===== src/rtl/core/kdsl_pkg.sv =====
`timescale 1ns / 1ps
// ----------------------------------------------------------------------------
// kdsl_pkg: shared types and constants of the key debouncer
// Key count, field widths, register indexes, reset values and event codes.
// ----------------------------------------------------------------------------
package kdsl_pkg;

  localparam int NUM_KEYS  = 3;
  localparam int TIME_W    = 32;
  localparam int MS_W      = 16;
  localparam int EVT_W     = 3;
  localparam int IN_DATA_W  = 40;  // 32 + 3 bits, padded to whole bytes
  localparam int OUT_DATA_W = 8;   // 3 + 3 bits, padded to whole bytes
  localparam int CFG_ADDR_W = 2;
  localparam int CFG_DATA_W = 16;

  typedef logic [NUM_KEYS-1:0] key_mask_t;
  typedef logic [TIME_W-1:0]   ms_time_t;
  typedef logic [MS_W-1:0]     ms_cfg_t;
  typedef logic [EVT_W-1:0]    evt_code_t;

  // Configuration register indexes
  localparam logic [CFG_ADDR_W-1:0] REG_DEBOUNCE    = 2'd0;
  localparam logic [CFG_ADDR_W-1:0] REG_LONG_PRESS  = 2'd1;
  localparam logic [CFG_ADDR_W-1:0] REG_ACTIVE_HIGH = 2'd2;
  localparam logic [CFG_ADDR_W-1:0] REG_LONG_ENABLE = 2'd3;

  // Reset values
  localparam ms_cfg_t   RST_DEBOUNCE    = 16'd20;
  localparam ms_cfg_t   RST_LONG_PRESS  = 16'd800;
  localparam key_mask_t RST_ACTIVE_HIGH = 3'b100;
  localparam key_mask_t RST_LONG_ENABLE = 3'b110;

  localparam evt_code_t EVT_NONE    = 3'd0;
  localparam evt_code_t EVT_INVALID = 3'd7;

  // Short event of key k is 1+2k, long event is 2+2k
  function automatic evt_code_t short_code(input int k);
    short_code = EVT_W'(1 + 2 * k);
  endfunction

  function automatic evt_code_t long_code(input int k);
    long_code = EVT_W'(2 + 2 * k);
  endfunction

endpackage


===== src/rtl/core/key_debounce_short_long_press.sv =====
`timescale 1ns / 1ps
// ----------------------------------------------------------------------------
// key_debounce_short_long_press: three-key debouncer with press events
// The result beat is registered: it shows in the cycle after its poll beat is accepted.
// Throughput: one poll per cycle; the per-key update is a single pass of
// subtract/compare logic feeding the result register.
// The input stalls only while a result beat waits and out_tready is low.
// Reset (synchronous, rst_n low): all keys released, registers to defaults.
// ----------------------------------------------------------------------------
module key_debounce_short_long_press (
  input  logic                                clk,
  input  logic                                rst_n,
  // poll beat
  input  logic                                in_tvalid,
  output logic                                in_tready,
  input  logic [kdsl_pkg::IN_DATA_W-1:0]      in_tdata,   // [31:0] now_ms, [34:32] pin_levels
  // result beat
  output logic                                out_tvalid,
  input  logic                                out_tready,
  output logic [kdsl_pkg::OUT_DATA_W-1:0]     out_tdata,  // [2:0] event_code, [5:3] pressed_mask
  // configuration writes
  input  logic                                cfg_we,
  input  logic [kdsl_pkg::CFG_ADDR_W-1:0]     cfg_addr,
  input  logic [kdsl_pkg::CFG_DATA_W-1:0]     cfg_wdata
);

  localparam int K = kdsl_pkg::NUM_KEYS;

  // configuration
  kdsl_pkg::ms_cfg_t   debounce_r;
  kdsl_pkg::ms_cfg_t   long_press_r;
  kdsl_pkg::key_mask_t active_high_r;
  kdsl_pkg::key_mask_t long_en_r;

  // per-key state
  kdsl_pkg::key_mask_t raw_r, raw_nxt;
  kdsl_pkg::key_mask_t stable_r, stable_nxt;
  kdsl_pkg::key_mask_t long_given_r, long_given_nxt;
  kdsl_pkg::ms_time_t  raw_time_r   [K];
  kdsl_pkg::ms_time_t  raw_time_nxt [K];
  kdsl_pkg::ms_time_t  press_time_r [K];
  kdsl_pkg::ms_time_t  press_time_nxt [K];

  // result register
  logic                 out_valid_r;
  kdsl_pkg::evt_code_t  evt_r, evt_nxt;
  kdsl_pkg::key_mask_t  mask_r, mask_nxt;

  kdsl_pkg::ms_time_t   now_ms;
  kdsl_pkg::key_mask_t  pin_levels;
  logic                 in_fire;

  assign now_ms     = in_tdata[kdsl_pkg::TIME_W-1:0];
  assign pin_levels = in_tdata[kdsl_pkg::TIME_W +: K];
  assign in_tready  = !out_valid_r || out_tready;
  assign in_fire    = in_tvalid && in_tready;

  assign out_tvalid = out_valid_r;
  assign out_tdata  = {2'b00, mask_r, evt_r};

  // Per-key update; the event slot passes from key 0 upward
  always_comb begin
    kdsl_pkg::ms_time_t elapsed_raw;
    kdsl_pkg::ms_time_t elapsed_press;
    kdsl_pkg::evt_code_t evt;
    logic pressed;
    elapsed_raw   = '0;
    elapsed_press = '0;
    pressed       = 1'b0;
    evt           = kdsl_pkg::EVT_NONE;
    raw_nxt        = raw_r;
    stable_nxt     = stable_r;
    long_given_nxt = long_given_r;
    mask_nxt       = '0;
    for (int k = 0; k < K; k++) begin
      raw_time_nxt[k]   = raw_time_r[k];
      press_time_nxt[k] = press_time_r[k];
      // latch a raw level change
      if (pin_levels[k] != raw_r[k]) begin
        raw_nxt[k]      = pin_levels[k];
        raw_time_nxt[k] = now_ms;
      end
      // promote a raw level that held long enough
      elapsed_raw = now_ms - raw_time_nxt[k];
      if (raw_nxt[k] != stable_r[k] &&
          elapsed_raw >= {{(kdsl_pkg::TIME_W-kdsl_pkg::MS_W){1'b0}}, debounce_r}) begin
        stable_nxt[k] = raw_nxt[k];
        if (raw_nxt[k] == active_high_r[k]) begin
          press_time_nxt[k] = now_ms;
        end else if (!long_given_r[k] && evt == kdsl_pkg::EVT_NONE) begin
          evt = kdsl_pkg::short_code(k);
        end
        long_given_nxt[k] = 1'b0;
      end
      // fire a long event once per press
      pressed       = (stable_nxt[k] == active_high_r[k]);
      elapsed_press = now_ms - press_time_nxt[k];
      if (pressed && long_en_r[k] && !long_given_nxt[k] &&
          elapsed_press >= {{(kdsl_pkg::TIME_W-kdsl_pkg::MS_W){1'b0}}, long_press_r} &&
          evt == kdsl_pkg::EVT_NONE) begin
        long_given_nxt[k] = 1'b1;
        evt = kdsl_pkg::long_code(k);
      end
      mask_nxt[k] = pressed;
    end
    evt_nxt = evt;
  end

  // Control, configuration and key state
  always_ff @(posedge clk) begin
    if (!rst_n) begin
      out_valid_r   <= 1'b0;
      debounce_r    <= kdsl_pkg::RST_DEBOUNCE;
      long_press_r  <= kdsl_pkg::RST_LONG_PRESS;
      active_high_r <= kdsl_pkg::RST_ACTIVE_HIGH;
      long_en_r     <= kdsl_pkg::RST_LONG_ENABLE;
      raw_r         <= ~kdsl_pkg::RST_ACTIVE_HIGH;
      stable_r      <= ~kdsl_pkg::RST_ACTIVE_HIGH;
      long_given_r  <= '0;
      for (int k = 0; k < K; k++) begin
        raw_time_r[k]   <= '0;
        press_time_r[k] <= '0;
      end
    end else begin
      if (cfg_we) begin
        case (cfg_addr)
          kdsl_pkg::REG_DEBOUNCE:    debounce_r    <= cfg_wdata;
          kdsl_pkg::REG_LONG_PRESS:  long_press_r  <= cfg_wdata;
          kdsl_pkg::REG_ACTIVE_HIGH: active_high_r <= cfg_wdata[K-1:0];
          kdsl_pkg::REG_LONG_ENABLE: long_en_r     <= cfg_wdata[K-1:0];
          default: ;
        endcase
      end
      if (in_fire) begin
        out_valid_r  <= 1'b1;
        raw_r        <= raw_nxt;
        stable_r     <= stable_nxt;
        long_given_r <= long_given_nxt;
        for (int k = 0; k < K; k++) begin
          raw_time_r[k]   <= raw_time_nxt[k];
          press_time_r[k] <= press_time_nxt[k];
        end
      end else if (out_tready) begin
        out_valid_r <= 1'b0;
      end
    end
  end

  // Result payload, loaded with each accepted poll
  always_ff @(posedge clk) begin
    if (in_fire) begin
      evt_r  <= evt_nxt;
      mask_r <= mask_nxt;
    end
  end

endmodule


===== config.mk =====
export PLATFORM = sky130hd
export DESIGN_NAME = key_debounce_short_long_press
export DESIGN_NICKNAME = d
export VERILOG_FILES = /design/src/rtl/core/kdsl_pkg.sv /design/src/rtl/core/key_debounce_short_long_press.sv
export SDC_FILE = /design/constraint.sdc
export NUM_CORES = 1
export LEC_CHECK = 0
export ABC_AREA = 0
export BUFFER_PORTS_ARGS = -buffer_cell sky130_fd_sc_hd__buf_2
export CAP_MARGIN = 0
export CORE_UTILIZATION = 45
export DETAILED_ROUTE_END_ITERATION = 8
export GPL_TIMING_DRIVEN = 0
export SYNTH_ARGS = -nofsm -noshare
export SYNTH_HDL_FRONTEND = slang
export SYNTH_SLANG_ARGS = --single-unit

===== constraint.sdc =====
create_clock -name clk -period 18.51 [get_ports clk]
set_input_delay 3.702 -clock clk [delete_from_list [all_inputs] [get_ports clk]]
set_output_delay 3.702 -clock clk [all_outputs]
set_load 0.1 [all_outputs]

==> summary.txt <==
Routing
  • Via Count: 21.2k
  • DR WL/cell: between 20 and 25 um
  • Initial DRT Pass Iterations: 6
  • Antenna viol nets, final: 0
  • Drt total wl: between 70 and 80 mm
  • DRC Markers: 0
  • 1st-iter DRT viols: 1,189
  • Vias per inst: between 5 and 6

Die
  • Core area: ~0.052 mm2
  • Die Height: about 230 um
  • Initial Utilization: 0.458
  • Die area: between 0.05 and 0.06 mm2
  • FP Rows: 83
  • Die W: 231 um
  • IO Pins: 73

Finish
  • Final std cells w/o fill: 3,570
  • Filler cell count: approximately 4.9k
  • Most frequent cells in the layout: 359 x nor2_1, 275 x ha_1, 229 x a21oi_1
  • P&R area growth vs syn: 11.4%
  • Nets: 3,205
  • Layout cells sized above 1: 0.0630
  • Most common cell after layout, fill and taps aside: nor2_1
  • Antenna Cells: 0
  • Finished Cell Area: about 0.026 mm2

Worst setup path
  • Critical path startpoint: in_tdata[32]
  • Endpoint class of the critical path: register
  • Worst path required time: ~19 ns
  • Worst R2R Setup Slack: about 3.8 ns
  • Crit path DAT: about 18 ns
  • Startpoint Class: input pin
  • CP max stage cell: clkbuf_1
  • Most used cell, CP: o21ai_0
  • Critical Path Max Stage Delay: ~0.75 ns
  • Critical path class: input pin to register
  • CP Max Fanout: 10
  • R2R Path Start: raw_r[0]

Synth
  • Register bit total from synthesis: around 250
  • Synth Warn #: 0
  • Syn Std Cell Area: 0.0237 mm2
  • Top_reg_cell synth: edfxtp_1
  • Post-synthesis cell count: roughly 2.8k
  • Post-synthesis sequential area ratio: 0.292
  • Fraction of registers with async set/reset: 0
  • Avg Cell Area, Syn: about 8.6 um2
  • Synth cell types: 92
  • Number of synthesized flops with an enable pin: around 200

Global routing
  • Initial antenna violation count: 1
  • GR Util All Layers: 0.277
  • First-pass GRT wire length: between 100 and 150 mm
  • Vias in the first global route: about 21k
  • Largest net degree at the start of global routing: 63
  • Grt total ovfl: 0

Pwr
  • Switching share of power: 0.378
  • Worst vdd ir: between 70 and 80 uV
  • Pwr/cell area: around 100 mW/mm2
  • Int Pwr: 1610 uW
  • Combinational share of power: 0.436
  • Clock power share: 0.309
  • Total net switching power: slightly below 1000 uW
  • Sequential power share: 0.256
  • Static Leak: about 0.011 uW
  • Total Power: about 2600 uW

Placement
  • GPL Wtd Cong: around 0.96
  • DP Wirelength: 59.0 mm
  • Port buffer count: 65
  • Cells after DPL: 3,505
  • DP Area: roughly 0.025 mm2

Timing
  • Setup Skew: ~0.032 ns
  • Max Freq: roughly 0.057 GHz
  • Finish-stage setup viols: 0
  • Fin crit share: 0.952
  • Tmin final: around 18 ns
  • Least-Margin Pin Slew: 1.37 ns
  • Unrepaired setup endpoints after global routing: false
  • Rel. slew slack: 0.0650
  • Fin. max-slew vios: 0
  • Final Hold Fails: 0

Clock tree
  • # resized after CTS: 3
  • # clock sinks: approximately 250
  • Clk pin slew, worst setup/hold paths: approximately 0.060 ns
  • TritonCTS clock tree: done
  • Hold buffers post-CTS: 0
  • Max Root-Sink Buffers: 3
  • H-tree Lvls: 2
  • Post-CTS Repair Setup Buffers: 0
  • Worst skew pair latency: between 0.5 and 0.6 ns
  • TritonCTS Buffers: 36
  • Clock tree root buffer cell: clkbuf_16

Flow run
  • Max-Cap Viols: 0

Hold path
  • Min-delay src: debounce_r[8]
  • HP Class: register to register

Outcome
  • Status: finished clean
==> worst max-delay path: cells and delay by family <==
| kind | cells | cell delay [ns] |
|---|---|---|
| and+or+nand+nor | 15 | 3.86 |
| buffers and inverters | 6 | 2.98 |
| xor gates and xnor gates | 2 | 0.30 |
| muxes | 1 | 0.29 |
| adders and majority gates | 6 | 2.32 |
| AOI/OAI and AO/OA | 21 | 4.44 |
==> through the flow <==
step / util / setup TNS [ns] / worst slack, ns / hold slack, ns
floorplan: - / 0 / 3.88 / 0.436
global placement: 0.481 / -2.59 / -0.843 / 0.449
detailed placement: 0.483 / -3.15 / -0.960 / 0.448
CTS: 0.510 / 0 / 0.232 / 0.455
global route: 0.511 / 0 / 0.0402 / 0.477
finish: 0.511 / 0 / 0.887 / 0.454
==> registers in the layout (all words and copies together) (netlist names) <==
signal	count
raw_r	3
stable_r	3
press_time_r	96
long_press_r	16
active_high_r	3
out_tvalid	1
mask_r	3
long_given_r	3
raw_time_r	96
long_en_r	3
evt_r	3
debounce_r	16
==> power groups by stage <==
stage,logic [uW],registers (uW),clock network (uW)
finish,1130,663,801
global route,1260,667,834
CTS,1120,663,816
floorplan,823,686,0
global placement,1090,680,0
detailed placement,1120,674,0
==> Yosys cell counts (14+ instances only) <==
cell / number / share of area
xor2_1: 62 / 0.023
nand2_1: 214 / 0.034
or3_1: 14 / 0.0037
xnor2_1: 77 / 0.029
o21a_1: 35 / 0.011
nand3_1: 43 / 0.0091
dfxtp_1: 48 / 0.041
nand2b_1: 53 / 0.014
mux2i_1: 188 / 0.080
a21oi_1: 229 / 0.048
nor2_1: 359 / 0.057
nor3_1: 38 / 0.0080
o21bai_1: 20 / 0.0063
nor2b_1: 45 / 0.012
edfxtp_1: 198 / 0.25
inv_1: 132 / 0.021
clkbuf_1: 91 / 0.014
o211ai_1: 31 / 0.0098
ha_1: 275 / 0.15
nand4_1: 30 / 0.0079
and3_1: 19 / 0.0050
o21ai_0: 156 / 0.033
nor4_1: 22 / 0.0058
a21o_1: 74 / 0.023
a31oi_1: 18 / 0.0048
a211oi_1: 24 / 0.0076
==> logic make-up after synthesis <==
family	Yosys count	share of synthesized area
flip-flops	246	0.292
XOR/XNOR	139	0.0515
AND/OR/NAND/NOR	902	0.178
multiplexers	198	0.0843
other	1	0.000159
AO/OA/AOI/OAI	736	0.200
adder cells (fa/ha/maj)	293	0.155
buffers and inverters	241	0.0390
==> final cells by class <==
type	instances	area, um2	area share
Timing Repair Buffer	68	408	0.0155
Buffer	106	428	0.0162
Tap cell	680	851	0.0323
Sequential cell	246	6910	0.262
Clock buffer	52	1170	0.0444
Inverter	134	503	0.0191
Clock inverter	14	230	0.00874
Multi-Input combinational cell	2270	15900	0.602
==> path summary, 6_finish.rpt <==
path                                 endpoint  cells after the start
worst max register to register       evt_r[2]                     51
worst min-delay path            debounce_r[8]                      2
worst min register to register  debounce_r[8]                      2
worst max-delay path                 evt_r[2]                     51
==> routing by layer <==
metal | vias up | GRT usage | routed length, um
li1 | 10352 | - | -
met1 | 10100 | 0.356 | 32800
met2 | 548 | 0.471 | 35200
met3 | 149 | 0.0262 | 3420
met4 | 2 | 0.119 | 2990
met5 | - | 0 | 13
No activity file was read; power rests on OpenSTA's default activity.
